[config.mk]
export PLATFORM = sky130hd
export DESIGN_NAME = fifo_with_remove_and_high_water
export DESIGN_NICKNAME = d
export VERILOG_FILES = /design/src/hdl/fifo_rhw_pkg.sv /design/src/hdl/fifo_rhw_ram.sv /design/src/hdl/fifo_rhw_ctrl.sv /design/src/hdl/fifo_with_remove_and_high_water.sv
export VERILOG_INCLUDE_DIRS = /design/src /design/src/hdl
export SDC_FILE = /design/constraint.sdc
export NUM_CORES = 1
export LEC_CHECK = 0
export ABC_AREA = 1
export BUFFER_PORTS_ARGS = -buffer_cell sky130_fd_sc_hd__buf_2
export CAP_MARGIN = 15
export CORE_UTILIZATION = 50
export DETAILED_ROUTE_END_ITERATION = 16
export PLACE_DENSITY = 0.73
export SETUP_SLACK_MARGIN = 0.15
export SLEW_MARGIN = 40
export SYNTH_ARGS = -nofsm -noshare
export SYNTH_HDL_FRONTEND = slang
export SYNTH_SLANG_ARGS = --single-unit
[constraint.sdc]
create_clock -name clk -period 7.2 [get_ports clk]
set_input_delay 0.36 -clock clk [delete_from_list [all_inputs] [get_ports clk]]
set_output_delay 0.36 -clock clk [all_outputs]
set_load 0.03 [all_outputs]
[src/hdl/fifo_with_remove_and_high_water_defines.svh]
// ----------------------------------------------------------------------------
// fifo_with_remove_and_high_water assertion macros
// Shared concurrent assertion forms, clocked on the rising edge and
// disabled while reset is high.
// ----------------------------------------------------------------------------
`ifndef FIFO_WITH_REMOVE_AND_HIGH_WATER_DEFINES_SVH
`define FIFO_WITH_REMOVE_AND_HIGH_WATER_DEFINES_SVH

// same-cycle implication
`define FRHW_ASSERT_IMPL(label, clk, rst, ante, cons, msg) \
  label: assert property (@(posedge clk) disable iff (rst) (ante) |-> (cons)) else $error(msg);

// next-cycle implication
`define FRHW_ASSERT_NEXT(label, clk, rst, ante, cons, msg) \
  label: assert property (@(posedge clk) disable iff (rst) (ante) |=> (cons)) else $error(msg);

`endif

[src/hdl/fifo_rhw_pkg.sv]
// ----------------------------------------------------------------------------
// fifo_rhw_pkg
// Types, sizes and codes shared by the queue controller and its top level.
// ----------------------------------------------------------------------------
package fifo_rhw_pkg;

  localparam int DEPTH       = 16;
  localparam int WORD_WIDTH  = 32;
  localparam int ADDR_W      = $clog2(DEPTH);
  localparam int CNT_W       = $clog2(DEPTH + 1);
  localparam int PORT_WORD_W = 32;
  localparam int PORT_CNT_W  = 5;

  typedef logic [ADDR_W-1:0]     addr_t;
  typedef logic [CNT_W-1:0]      cnt_t;
  typedef logic [WORD_WIDTH-1:0] word_t;

  localparam logic [1:0] OP_PUSH   = 2'd0;
  localparam logic [1:0] OP_POP    = 2'd1;
  localparam logic [1:0] OP_REMOVE = 2'd2;

  localparam logic [1:0] STAT_OK        = 2'd0;
  localparam logic [1:0] STAT_EMPTY     = 2'd1;
  localparam logic [1:0] STAT_NOT_FOUND = 2'd2;
  localparam logic [1:0] STAT_FULL      = 2'd3;

  typedef enum logic [2:0] {
    S_IDLE,
    S_POP_RD,
    S_SCAN,
    S_SHIFT,
    S_DONE
  } state_t;

  typedef struct packed {
    logic [1:0]             op;
    logic [PORT_WORD_W-1:0] word;
  } cmd_t;

  typedef struct packed {
    logic [PORT_WORD_W-1:0] popped;
    logic [1:0]             status;
    logic [PORT_CNT_W-1:0]  occupancy;
    logic [PORT_CNT_W-1:0]  high_water;
  } res_t;

  typedef struct packed {
    logic  we;
    addr_t waddr;
    word_t wdata;
    addr_t raddr;
  } mem_req_t;

endpackage

[src/hdl/fifo_rhw_ram.sv]
// ----------------------------------------------------------------------------
// fifo_rhw_ram
// Simple dual-port synchronous RAM, one write and one registered read port.
// ----------------------------------------------------------------------------
module fifo_rhw_ram #(
  parameter int DEPTH_P = 16,
  parameter int WIDTH_P = 32,
  parameter int ADDR_P  = $clog2(DEPTH_P)
) (
  input  logic               clk,
  input  logic               we,
  input  logic [ADDR_P-1:0]  waddr,
  input  logic [WIDTH_P-1:0] wdata,
  input  logic [ADDR_P-1:0]  raddr,
  output logic [WIDTH_P-1:0] rdata
);

  logic [WIDTH_P-1:0] mem [DEPTH_P];

  always_ff @(posedge clk) begin
    if (we) begin
      mem[waddr] <= wdata;
    end
  end

  always_ff @(posedge clk) begin
    rdata <= mem[raddr];
  end

endmodule

[src/hdl/fifo_rhw_ctrl.sv]
// ----------------------------------------------------------------------------
// fifo_rhw_ctrl
// Sequencer for push, pop and remove; head, fill and peak counters; the
// remove scan and the compaction pass that moves later entries toward the head.
// ----------------------------------------------------------------------------
module fifo_rhw_ctrl (
  input  logic                   clk,
  input  logic                   rst,
  input  logic                   cmd_valid,
  output logic                   cmd_stall,
  input  fifo_rhw_pkg::cmd_t     cmd,
  output logic                   done_valid,
  input  logic                   done_take,
  output fifo_rhw_pkg::res_t     done,
  output fifo_rhw_pkg::mem_req_t mem_req,
  input  fifo_rhw_pkg::word_t    mem_rdata
);

  fifo_rhw_pkg::state_t state, state_next;
  fifo_rhw_pkg::addr_t  head, head_next;
  fifo_rhw_pkg::cnt_t   fill, fill_next;
  fifo_rhw_pkg::cnt_t   peak, peak_next;
  fifo_rhw_pkg::cnt_t   idx, idx_next;
  fifo_rhw_pkg::word_t  key, key_next;
  fifo_rhw_pkg::word_t  res_popped, res_popped_next;
  logic [1:0]           res_status, res_status_next;

  fifo_rhw_pkg::cnt_t   fill_inc;
  fifo_rhw_pkg::cnt_t   idx_1;
  fifo_rhw_pkg::cnt_t   idx_2;

  // circular slot at offset from the head, offset below DEPTH
  function automatic fifo_rhw_pkg::addr_t slot(fifo_rhw_pkg::addr_t base,
                                               fifo_rhw_pkg::addr_t off);
    logic [fifo_rhw_pkg::ADDR_W:0] sum;
    sum = {1'b0, base} + {1'b0, off};
    if (sum >= (fifo_rhw_pkg::ADDR_W + 1)'(fifo_rhw_pkg::DEPTH)) begin
      sum = sum - (fifo_rhw_pkg::ADDR_W + 1)'(fifo_rhw_pkg::DEPTH);
    end
    return sum[fifo_rhw_pkg::ADDR_W-1:0];
  endfunction

  always_ff @(posedge clk) begin
    if (rst) begin
      state <= fifo_rhw_pkg::S_IDLE;
      head  <= '0;
      fill  <= '0;
      peak  <= '0;
    end else begin
      state <= state_next;
      head  <= head_next;
      fill  <= fill_next;
      peak  <= peak_next;
    end
  end

  always_ff @(posedge clk) begin
    idx        <= idx_next;
    key        <= key_next;
    res_popped <= res_popped_next;
    res_status <= res_status_next;
  end

  assign fill_inc = fill + 1'b1;
  assign idx_1    = idx + 1'b1;
  assign idx_2    = idx + 2'd2;

  always_comb begin
    state_next      = state;
    head_next       = head;
    fill_next       = fill;
    peak_next       = peak;
    idx_next        = idx;
    key_next        = key;
    res_popped_next = res_popped;
    res_status_next = res_status;
    mem_req.we      = 1'b0;
    mem_req.waddr   = slot(head, idx[fifo_rhw_pkg::ADDR_W-1:0]);
    mem_req.wdata   = mem_rdata;
    mem_req.raddr   = head;
    cmd_stall       = (state != fifo_rhw_pkg::S_IDLE);
    done_valid      = (state == fifo_rhw_pkg::S_DONE);

    case (state)
      fifo_rhw_pkg::S_IDLE: begin
        if (cmd_valid) begin
          key_next        = fifo_rhw_pkg::word_t'(cmd.word);
          res_popped_next = '0;
          res_status_next = fifo_rhw_pkg::STAT_OK;
          idx_next        = '0;
          state_next      = fifo_rhw_pkg::S_DONE;
          case (cmd.op)
            fifo_rhw_pkg::OP_PUSH: begin
              if (fill == fifo_rhw_pkg::CNT_W'(fifo_rhw_pkg::DEPTH)) begin
                res_status_next = fifo_rhw_pkg::STAT_FULL;
              end else begin
                mem_req.we    = 1'b1;
                mem_req.waddr = slot(head, fill[fifo_rhw_pkg::ADDR_W-1:0]);
                mem_req.wdata = fifo_rhw_pkg::word_t'(cmd.word);
                fill_next     = fill_inc;
                if (fill_inc > peak) begin
                  peak_next = fill_inc;
                end
              end
            end
            fifo_rhw_pkg::OP_POP: begin
              if (fill == '0) begin
                res_status_next = fifo_rhw_pkg::STAT_EMPTY;
              end else begin
                state_next = fifo_rhw_pkg::S_POP_RD;
              end
            end
            fifo_rhw_pkg::OP_REMOVE: begin
              if (fill == '0) begin
                res_status_next = fifo_rhw_pkg::STAT_NOT_FOUND;
              end else begin
                state_next = fifo_rhw_pkg::S_SCAN;
              end
            end
            default: ;
          endcase
        end
      end

      fifo_rhw_pkg::S_POP_RD: begin
        res_popped_next = mem_rdata;
        head_next       = slot(head, fifo_rhw_pkg::ADDR_W'(1));
        fill_next       = fill - 1'b1;
        state_next      = fifo_rhw_pkg::S_DONE;
      end

      // read data holds the entry at offset idx
      fifo_rhw_pkg::S_SCAN: begin
        mem_req.raddr = slot(head, idx_1[fifo_rhw_pkg::ADDR_W-1:0]);
        if (mem_rdata == key) begin
          if (idx_1 < fill) begin
            state_next = fifo_rhw_pkg::S_SHIFT;
          end else begin
            fill_next  = fill - 1'b1;
            state_next = fifo_rhw_pkg::S_DONE;
          end
        end else if (idx_1 < fill) begin
          idx_next = idx_1;
        end else begin
          res_status_next = fifo_rhw_pkg::STAT_NOT_FOUND;
          state_next      = fifo_rhw_pkg::S_DONE;
        end
      end

      // read data holds the entry at offset idx+1, move it down by one;
      // the next read is two slots ahead of the write, so they never collide
      fifo_rhw_pkg::S_SHIFT: begin
        mem_req.we    = 1'b1;
        mem_req.waddr = slot(head, idx[fifo_rhw_pkg::ADDR_W-1:0]);
        mem_req.wdata = mem_rdata;
        mem_req.raddr = slot(head, idx_2[fifo_rhw_pkg::ADDR_W-1:0]);
        idx_next      = idx_1;
        if (idx_2 >= fill) begin
          fill_next  = fill - 1'b1;
          state_next = fifo_rhw_pkg::S_DONE;
        end
      end

      fifo_rhw_pkg::S_DONE: begin
        if (done_take) begin
          state_next = fifo_rhw_pkg::S_IDLE;
        end
      end

      default: begin
        state_next = fifo_rhw_pkg::S_IDLE;
      end
    endcase
  end

  assign done.popped     = fifo_rhw_pkg::PORT_WORD_W'(res_popped);
  assign done.status     = res_status;
  assign done.occupancy  = fifo_rhw_pkg::PORT_CNT_W'(fill);
  assign done.high_water = fifo_rhw_pkg::PORT_CNT_W'(peak);

endmodule

[src/hdl/fifo_with_remove_and_high_water.sv]
// ----------------------------------------------------------------------------
// fifo_with_remove_and_high_water
// Bounded queue with push, pop, remove-by-value and a high-water mark.
// ----------------------------------------------------------------------------
// Takes one transaction at a time; entries live in a single two-port RAM
// with registered read, so entries are read one at a time. A remove scans
// up to the match, then moves each later entry one slot toward the head to
// close the gap. The next transaction is accepted once the result sits in
// the output register, even while that result is stalled. No clearing pass
// after reset.
// ----------------------------------------------------------------------------
`include "fifo_with_remove_and_high_water_defines.svh"

module fifo_with_remove_and_high_water (
  input  logic               clk,
  input  logic               rst,
  input  logic               cmd_valid,
  output logic               cmd_stall,
  input  fifo_rhw_pkg::cmd_t cmd,
  output logic               res_valid,
  input  logic               res_stall,
  output fifo_rhw_pkg::res_t res
);

  logic                   done_valid;
  logic                   done_take;
  fifo_rhw_pkg::res_t     done;
  fifo_rhw_pkg::mem_req_t mem_req;
  fifo_rhw_pkg::word_t    mem_rdata;

  fifo_rhw_ctrl u_ctrl (
    .clk        (clk),
    .rst        (rst),
    .cmd_valid  (cmd_valid),
    .cmd_stall  (cmd_stall),
    .cmd        (cmd),
    .done_valid (done_valid),
    .done_take  (done_take),
    .done       (done),
    .mem_req    (mem_req),
    .mem_rdata  (mem_rdata)
  );

  fifo_rhw_ram #(
    .DEPTH_P (fifo_rhw_pkg::DEPTH),
    .WIDTH_P (fifo_rhw_pkg::WORD_WIDTH)
  ) u_ram (
    .clk   (clk),
    .we    (mem_req.we),
    .waddr (mem_req.waddr),
    .wdata (mem_req.wdata),
    .raddr (mem_req.raddr),
    .rdata (mem_rdata)
  );

  // output register frees the controller while a result waits downstream
  assign done_take = !res_valid || !res_stall;

  always_ff @(posedge clk) begin
    if (rst) begin
      res_valid <= 1'b0;
    end else if (done_take) begin
      res_valid <= done_valid;
    end
  end

  always_ff @(posedge clk) begin
    if (done_valid && done_take) begin
      res <= done;
    end
  end

  `FRHW_ASSERT_NEXT(a_busy_after_accept, clk, rst, cmd_valid && !cmd_stall, cmd_stall, "controller not busy after accepting a transaction")
  `FRHW_ASSERT_NEXT(a_result_lands, clk, rst, done_valid && done_take, res_valid && res == $past(done), "finished result not loaded into output register")
  `FRHW_ASSERT_IMPL(a_peak_bounds, clk, rst, res_valid, (res.occupancy <= res.high_water) && (res.high_water <= fifo_rhw_pkg::PORT_CNT_W'(fifo_rhw_pkg::DEPTH)), "occupancy above high-water mark or depth")
  `FRHW_ASSERT_IMPL(a_full_means_full, clk, rst, res_valid && res.status == fifo_rhw_pkg::STAT_FULL, res.occupancy == fifo_rhw_pkg::PORT_CNT_W'(fifo_rhw_pkg::DEPTH), "full status with free space")

endmodule
==> metrics.txt, run 1 <==
crit path launch type=flip-flop; drt wl/cell=21.4 microns; chip width=238 microns; CP endpoint kind=flip-flop; # DRC=0; Area Growth Syn to Fin=13.9%; largest net degree at the start of global routing=150; Std-Cell Rows=86; DRT Wirelength=between 60000 and 70000 microns; GRT Total Usage=a little under a quarter; PwrDens=324 nW/um^2; FF-to-FF End=u_ram.rdata[14]$_DFF_P_; CTS root buffer=clkbuf_16; I/O pin cnt=84; YS warnings=0; buffer depth of the longest clock path=3; gpl congestion=slightly below 0.9; Placed Area=between 20000 and 30000 sq um; Via density=approximately 5.7; fin crit share=a little under three fifths; setup_tns=0 ns; Sink Count=approximately 680; r2r setup slk=approximately 3.2 ns; die area=between 50000 and 60000 sq um; cell area after synthesis=27800 sq um; hold_sp=rst; TritonCTS Buffers=61; commonest non-fill, non-tap cell in the layout=edfxtp_1; FF+latch count, synth=about 680; initial core utilization=between 50 and 60%; Synth async-reset ratio=0%; Hold Path Sink=res_valid$_SDFFE_PP0P_; post-synthesis sequential area ratio=a little under three quarters; reg2reg start=u_ctrl.idx[0]$_SDFFCE_PP0P_; DIE HEIGHT=between 200 and 250 microns; layout cells sized above 1=between 10% and 20%; initial drt markers=approximately 1800; Max FO, Critical Path=40; WP data required=approximately 7.7 ns; Tmin final=between 4 and 5 ns; slew margin rel.=42.5%; Netlist cell types=43; core footprint=55000 sq um; reg2reg path depth=13; DR vias=between 15000 and 20000; Finished Cell Area=31700 sq um; GRT overflow=0; hold path depth=2; fmax=~250 MHz; dpl hpwl=approximately 35000 microns; Max VDD drop=between 0.2 and 0.25 mV; nets=approximately 2400; Worst Skew=0.0167 ns; Port Buffers=83; worst setup path category=reg2reg; unrepaired setup endpoints after global routing=no; Finish-stage setup viols=0; Routed Antenna Nets=0; H-tree Lvls=2; # resized after CTS=0; vias in the first global route=about 17000; Worst Tran Pin Value=between 0.8 and 0.9 ns; cells after synthesis=2192; diodes inserted=0; Fillers=4144; most frequent cells in the layout=edfxtp_1 (627), o21ai_0 (236), nand3_1 (220), inv_1 (220), nand2_1 (160); worst min path class=in2reg; Critical Path AT=about 4.6 ns; 1st-pass router iterations=5; Pins Over Slew Limit=0; main flop type after synthesis=edfxtp_1; syn avg cell area=approximately 13 sq um; Clk pin slew, worst setup/hold paths=0.06 ns; Post-synth EDFFs=approximately 630; antenna violations before repair=0; syn nets=~2300; status=finished, final reports clean; CTS tree=yes; leakage power=11.6 nW; MaxCap Viol Count=0; Skew-Pair Late Insertion Delay=0.61 ns; first-pass GRT wire length=between 100000 and 150000 microns; Final Hold Viols=0
-- worst max-delay path, stage by stage (launching register included) --
cell	delay, ns
edfxtp_1	0.54
ha_1	0.41
nand2_1	0.08
o21ai_0	0.14
fa_1	0.41
xnor2_1	0.17
nand2_1	0.11
o21ai_4	0.07
buf_4	0.45
clkinv_2	0.60
buf_4	0.54
nand3_1	0.19
nand3_1	0.10
nand2_1	0.11
-- kinds of logic after synthesis --
| kind of cell | share of synthesized area, % |
|---|---|
| DFF | 71.3 |
| and+or+nand+nor | 10.1 |
| AOI/OAI and AO/OA | 10.4 |
| buffers and inverters | 5.24 |
| xor gates and xnor gates | 1.29 |
| adders and majority gates | 1.75 |
-- metal layers --
metal / up-vias / track usage (%) / part of all wire, %
met2: 872 / 39.4 / 49
li1: 8090 / - / -
met5: - / 0 / 0
met4: 0 / 6.59 / 2.0
met1: 8733 / 32.2 / 41
met3: 112 / 2.73 / 8.7
-- metrics by stage --
stage	util, %	hold slack, ns	total power, mW	std cells	worst slack (ns)
2_1_floorplan	-	0.400	6.32	2192	3.52
3_3_place_gp	53.1	0.401	6.91	2964	3.28
3_5_place_dp	53.2	0.405	7.00	2968	3.26
4_1_cts	57.6	0.0152	10.3	3114	3.25
5_1_grt	57.6	0.0186	10.6	3115	3.04
6_report	57.6	0.0293	10.3	3115	3.19
-- how the worst max path moves through the flow --
stage / from / end / slack, ns / depth (start not counted)
floorplan: u_ctrl.state[0]$_SDFFE_PP0P_ / u_ctrl.res_popped[0]$_SDFFCE_PN0P_ / 3.52 / 3
global placement: u_ctrl.idx[0]$_SDFFCE_PP0P_ / u_ram.rdata[23]$_DFF_P_ / 3.28 / 13
detailed placement: u_ctrl.idx[0]$_SDFFCE_PP0P_ / u_ram.rdata[14]$_DFF_P_ / 3.26 / 13
CTS: u_ctrl.idx[0]$_SDFFCE_PP0P_ / u_ram.rdata[14]$_DFF_P_ / 3.25 / 13
global route: u_ctrl.idx[0]$_SDFFCE_PP0P_ / u_ram.rdata[22]$_DFF_P_ / 3.04 / 13
finish: u_ctrl.idx[0]$_SDFFCE_PP0P_ / u_ram.rdata[14]$_DFF_P_ / 3.19 / 13
-- power breakdown --
group	internal, mW	leakage [nW]	switching (mW)
Clock	1.89	1.02	1.39
Sequential	4.88	6.14	0.176
Combinational	0.581	4.45	1.34
Total	7.35	11.6	2.91
-- repair_timing --
item	in CTS	in global routing
endpoints found under the hold margin	32	0
setup buffers	0	0
hold buffers	32	0
endpoints found under the setup margin	0	0
-- cell type report --
type,instances,area (sq um),share of cell area (%)
inverter,226,858,2.71
clock buffer,89,1780,5.63
clock inverter,25,272,0.857
timing repair buffer,178,1290,4.06
multi-input combinational,1172,6710,21.2
tap,748,936,2.95
sequential,677,19800,62.6
-- synthesized netlist by cell type (all sizes together) (3+ instances only) --
| cell type | instances | area share, % |
|---|---|---|
| nand3 | 221 | 4.0 |
| clkbuf | 32 | 0.46 |
| dfxtp | 50 | 3.6 |
| o21ai | 344 | 6.2 |
| xnor2 | 29 | 0.91 |
| nor2 | 89 | 1.2 |
| o21bai | 31 | 0.84 |
| o211ai | 97 | 2.6 |
| nand4 | 5 | 0.11 |
| xor2 | 12 | 0.38 |
| a21oi | 28 | 0.50 |
| buf | 85 | 1.7 |
| fa | 3 | 0.22 |
| a21o | 3 | 0.081 |
| nor3 | 5 | 0.15 |
| nand3b | 4 | 0.11 |
| ha | 34 | 1.5 |
| nand2 | 163 | 2.2 |
| edfxtp | 627 | 68 |
| or2 | 98 | 2.2 |
| inv | 226 | 3.1 |
-- state kept, by name (all words and copies together), names as in the netlist --
name and flops:
u_ctrl.key 32, u_ctrl.res_status 2, u_ctrl.state 3, u_ctrl.peak 5
u_ctrl.res_popped 32, u_ctrl.fill 5, res_valid 1, res 44
u_ctrl.idx 5, u_ram.mem 512, u_ram.rdata 32, u_ctrl.head 4
No activity file was read; power rests on OpenSTA's default activity.
==> run 2, diff against run 1 <==
clock period = 4.1 ns   (was 7.2 ns; I/O delays follow)
==> run 2 against run 1 <==
  * Final cell count increased by 0.32%
  * Clock skew increased by 0.0029 ns
  * Worst hold slack improved by 0.082 ns
  * Critical path type unchanged
  * Largest power group unchanged
  * Sequential share of layout area fell by 0.26 points
  * Sequential power grew 75%
  * Highest routed layer unchanged
  * Via count down 0.85%
  * First-iteration DRC count up 10%
  * Register-to-register slack lost 2.5 ns
  * Clock power up 81%
==> metrics.txt, run 2 (synthesis results as in run 1) <==
status=finished, final reports clean; Std-Cell Rows=86; crit path launch=u_ctrl.fill[1]$_SDFFE_PP0P_; crit path launch type=flip-flop; max reg flops=between 500 and 600; Worst Tran Pin Value=~0.86 ns; commonest non-fill, non-tap cell in the layout=edfxtp_1; Design Power=between 15 and 20 mW; Reg with most FFs=u_ram.mem; worst path cell trace=inv_1 > ha_1 > nand2_1 > nor2_1 > nor3_4 > inv_2 > o21ai_0 > nand2_1 > nor2_4 > buf_4; CTS tree=yes; Max VDD drop=0.317 mV; Routed Antenna Nets=0; die area=56600 sq um; Clk pin slew, worst setup/hold paths=0.07 ns; # resized after CTS=0; CP max stage cell=o21ai_0; Sink Count=677; most frequent cells in the layout=edfxtp_1 (627), o21ai_0 (236), inv_1 (221), nand3_1 (220), nand2_1 (160); vias in the first global route=about 17000; Layout Utilization=a little under 60%; CP max stage delay=roughly 0.52 ns; setup_tns=0 ns; biggest registers after layout=u_ram.mem x512, res x44; CTS root buffer=clkbuf_16; fin crit share=between 80% and 90%; GRT Total Usage=between 20% and 30%; largest net degree at the start of global routing=~130; TritonCTS Buffers=66; CP endpoint=u_ram.mem[5][13]$_DFFE_PP_; Critical Path AT=3.63 ns; unrepaired setup endpoints after global routing=no; Worst Skew=0.0195 ns; WP data required=4.34 ns; Skew-Pair Late Insertion Delay=about 0.6 ns; Max FO, Critical Path=32; antenna violations before repair=0; reg2reg start=u_ctrl.fill[1]$_SDFFE_PP0P_; MaxCap Viol Count=0; I/O pin cnt=84; first-pass GRT wire length=97200 microns; gpl congestion=between 0.8 and 0.9; Area Growth Syn to Fin=14.4%; worst min path class=in2reg; Inst Count DP=2972; WHS=approximately 0.11 ns; DRT Wirelength=approximately 63000 microns; CP most frequent cell=nand2_1; DIE HEIGHT=around 240 microns; post-route insts no fill=~3100; core footprint=around 55000 sq um; CP endpoint kind=flip-flop; 1st-pass router iterations=6; chip width=around 240 microns; buffer depth of the longest clock path=3; reg2reg path depth=10; nets=2401; delay-heaviest family, CP=simple AND/OR/NAND/NOR gates; r2r setup slk=roughly 0.71 ns; CP bufs+invs=3; layout cells sized above 1=about an eighth; Pins Over Slew Limit=0; Final Hold Viols=0; diodes inserted=0; GRT overflow=0; Port Buffers=between 80 and 90; fmax=295 MHz; PwrDens=roughly 580 nW/um^2; drt wl/cell=20.3 microns; H-tree Lvls=3; hold path depth=2; dpl hpwl=approximately 38000 microns; # DRC=0; initial drt markers=roughly 2000; Tmin final=around 3.4 ns; Via density=about 5.6; worst setup path category=reg2reg; slew margin rel.=42.2%; leakage power=11.7 nW; Finish-stage setup viols=0; initial core utilization=approximately half; FF-to-FF End=u_ram.mem[5][13]$_DFFE_PP_; critical path depth in cells=10; DR vias=17700
## run 2: changes by cell type in the layout (fill, tap and decap cells not counted), moves of 2 or more
cell | previous run | this run
clkinv_4 | 3 | 0
buf_4 | 54 | 57
buf_12 | 2 | 7
clkinv_1 | 3 | 8
clkinv_2 | 14 | 5
buf_6 | 3 | 0
dlygate4sd3_1 | 32 | 34
clkbuf_8 | 13 | 5
clkbuf_1 | 14 | 24
clkbuf_16 | 62 | 69
## run 2: per-layer routing
layer	part of all wire (%)	vias up	global-route usage (%)
met1	43	8623	32.4
met2	46	819	34.8
li1	-	8120	-
met3	9.3	94	4.65
met5	0	-	0
met4	1.9	0	6.73
## run 2: worst min-delay path by stage
stage,start,to,slack (ns)
floorplan,rst,res_valid$_SDFFE_PP0P_,0.27
global placement,cmd[8],u_ctrl.key[8]$_DFFE_PP_,0.40
detailed placement,cmd[5],u_ctrl.key[5]$_DFFE_PP_,0.40
CTS,cmd[33],u_ctrl.res_status[0]$_SDFFCE_PP0P_,0.09
global route,cmd[33],u_ctrl.res_status[0]$_SDFFCE_PP0P_,0.13
finish,res_stall,res[39]$_DFFE_PP_,0.11
## run 2: through the flow
stage          cell area [sq um]  setup slack, ns
2_1_floorplan              27800            0.418
3_3_place_gp               29300            0.896
3_5_place_dp               29300            0.788
4_1_cts                    31800            0.774
5_1_grt                    31800            0.453
6_report                   31800            0.710
## run 2: power by group
part	total, mW	switching [mW]	internal (mW)	leakage (nW)
sequential	8.84	0.266	8.57	6.14
clock	5.94	2.48	3.46	1.03
combinational	3.57	2.54	1.04	4.49
## run 2: cell type report
cell class,instances,area (sq um)
Sequential cell,677,19800
Timing Repair Buffer,183,1350
Fill cell,4122,23200
Tap cell,748,936
Clock inverter,21,239
Inverter,226,855
Clock buffer,98,1890
Multi-Input combinational cell,1172,6710
## run 2: timing repair
| item | in CTS | in global routing |
|---|---|---|
| hold endpoints to repair | 37 | 0 |
| hold buffers | 34 | 0 |
| buffers inserted | 0 | 0 |
| endpoints found under the setup margin | 0 | 0 |
==> run 3, diff against run 2 <==
PLACE_DENSITY = 0.76   (was 0.73)
clock period = 3 ns   (was 4.1 ns; I/O delays follow)
==> run 3 against run 2 <==
  * Critical path depth increased by 4
  * Non-clock buffer count is 66 higher
  * Final area increased by 3.9%
  * Flip-flop and latch count unchanged
  * Highest routed layer unchanged
==> metrics.txt, run 3 (synthesis results as in run 1) <==
Worst Skew=roughly 0.031 ns; Area Growth Syn to Fin=18.8%; CP bufs+invs=4; delay-heaviest family, CP=adder cells; die area=about 57000 sq um; DRT Wirelength=70400 microns; max reg flops=~510; Finish-stage setup viols=0; nets=roughly 2500; CTS root buffer=clkbuf_16; initial drt markers=about 2300; antenna violations before repair=0; buffer depth of the longest clock path=3; CP endpoint kind=flip-flop; GRT Total Usage=about a quarter; GRT met3 Usage=3.59%; unrepaired setup endpoints after global routing=yes; H-tree Lvls=3; worst min path class=in2reg; DR vias=around 18000; Tmin final=~2.8 ns; WP data required=about 3.5 ns; M1 GR Usage=roughly a third; Std-Cell Rows=86; first-pass GRT wire length=104000 microns; leakage power=12.2 nW; layout cells sized above 1=15.2%; Sink Count=between 600 and 700; 1st-pass router iterations=6; TritonCTS Buffers=66; core footprint=55000 sq um; fin crit share=between 90% and 100%; crit path launch type=flip-flop; PwrDens=between 700 and 800 nW/um^2; Port Buffers=between 80 and 90; CP max stage cell=fa_1; dpl hpwl=38300 microns; status=finished, final reports clean; # DRC=0; Fillers=3928; fmax=about 360 MHz; vias in the first global route=about 18000; Clk pin slew, worst setup/hold paths=approximately 0.07 ns; most frequent cells in the layout=edfxtp_1 (627), o21ai_0 (236), inv_1 (219), nand3_1 (218), nand2_1 (158); commonest non-fill, non-tap cell in the layout=edfxtp_1; CTS tree=yes; Final Hold Viols=0; Critical Path AT=~3.3 ns; GRT overflow=0; Reg with most FFs=u_ram.mem; Placed Area=between 30000 and 40000 sq um; largest net degree at the start of global routing=between 150 and 200; gpl congestion=~0.9; Routed Antenna Nets=0; Max VDD drop=0.422 mV; diodes inserted=0; drt wl/cell=around 22 microns; initial core utilization=between 50 and 60%; Top Usage Layer GRT=met2; CP max stage delay=approximately 0.50 ns; worst path cell trace=buf_4 > xor2_2 > ha_2 > fa_1 > nand2_1 > o21ai_4 > inv_6 > buf_12 > o21ai_1 > inv_1 > o21ai_0 > nand3_1 > nand3_1 > nand2_1; worst setup path category=reg2reg; I/O pin cnt=84; slew margin rel.=roughly half; Max FO, Critical Path=49; Skew-Pair Late Insertion Delay=0.62 ns; Pins Over Slew Limit=0; GRT met2 Usage=roughly 41%; DIE HEIGHT=between 200 and 250 microns; WHS=about 0.045 ns; chip width=between 200 and 250 microns; Worst Tran Pin Value=between 0.7 and 0.8 ns; MaxCap Viol Count=0; Design Power=25.6 mW; Via density=slightly below 6; Finished Cell Area=between 30000 and 40000 sq um; biggest registers after layout=u_ram.mem x512, res x44
==> run 3: changes by cell type in the layout (fill, tap and decap cells not counted), sizes merged <==
cell / change
clkbuf: -7
bufinv: +3
buf: +59
clkinvlp: +9
inv: +6
clkinv: -2
bufbuf: +1
==> run 3: stage by stage <==
| stage | instances | TNS [ns] | utilization [%] | setup slack (ns) |
|---|---|---|---|---|
| CTS | 3183 | 0 | 59.6 | 0.135 |
| detailed placement | 3026 | 0 | 54.9 | 0.177 |
| global route | 3194 | 0 | 60.1 | 0.0538 |
| finish | 3194 | 0 | 60.1 | 0.188 |
| global placement | 3026 | 0 | 54.9 | 0.176 |
| floorplan | 2192 | -173.86 | - | -0.462 |
==> run 3: final cells by class <==
class	instances	area, sq um	share of cell area, %
multi-input combinational	1172	6750	20.4
clock buffer	85	1780	5.40
tap	748	936	2.83
clock inverter	37	420	1.27
timing repair buffer	249	2470	7.48
inverter	226	858	2.60
sequential	677	19800	60.0
==> run 3: power breakdown <==
part | internal [mW] | leakage, nW | switching, mW
Clock | 4.87 | 1.05 | 3.59
Sequential | 11.7 | 6.14 | 0.324
Combinational | 1.68 | 5.00 | 3.42
==> run 3: final timing paths <==
check | cells after the start | startpoint | endpoint | slack (ns)
hold reg to reg | 0 | u_ctrl.res_popped[26]$_SDFFCE_PN0P_ | res[38]$_DFFE_PP_ | 0.41
setup / recovery | 14 | u_ctrl.idx[0]$_SDFFCE_PP0P_ | u_ram.rdata[15]$_DFF_P_ | 0.19
hold / removal | 3 | cmd[32] | u_ctrl.res_status[0]$_SDFFCE_PP0P_ | 0.05
setup reg to reg | 14 | u_ctrl.idx[0]$_SDFFCE_PP0P_ | u_ram.rdata[15]$_DFF_P_ | 0.19
==> run 3: worst min-delay path: stages <==
cell and delay, ns:
buf_2 0.11, ha_1 0.17, a211oi_1 0.06
==> run 3: routing by layer <==
metal	share of wire (%)	vias to the layer above	wire length, microns
met5	0	-	0
met4	3.5	0	2490
met3	8.9	169	6280
met2	48	977	34000
met1	39	8997	27600
li1	-	8268	-
==> run 3: timing repair <==
action	in CTS	in global routing
gates cloned	1	6
hold endpoints to repair	37	0
pin swaps	0	3
endpoints found under the setup margin	53	488
resized for setup	2	30
buffers inserted	0	5
hold buffers	34	0
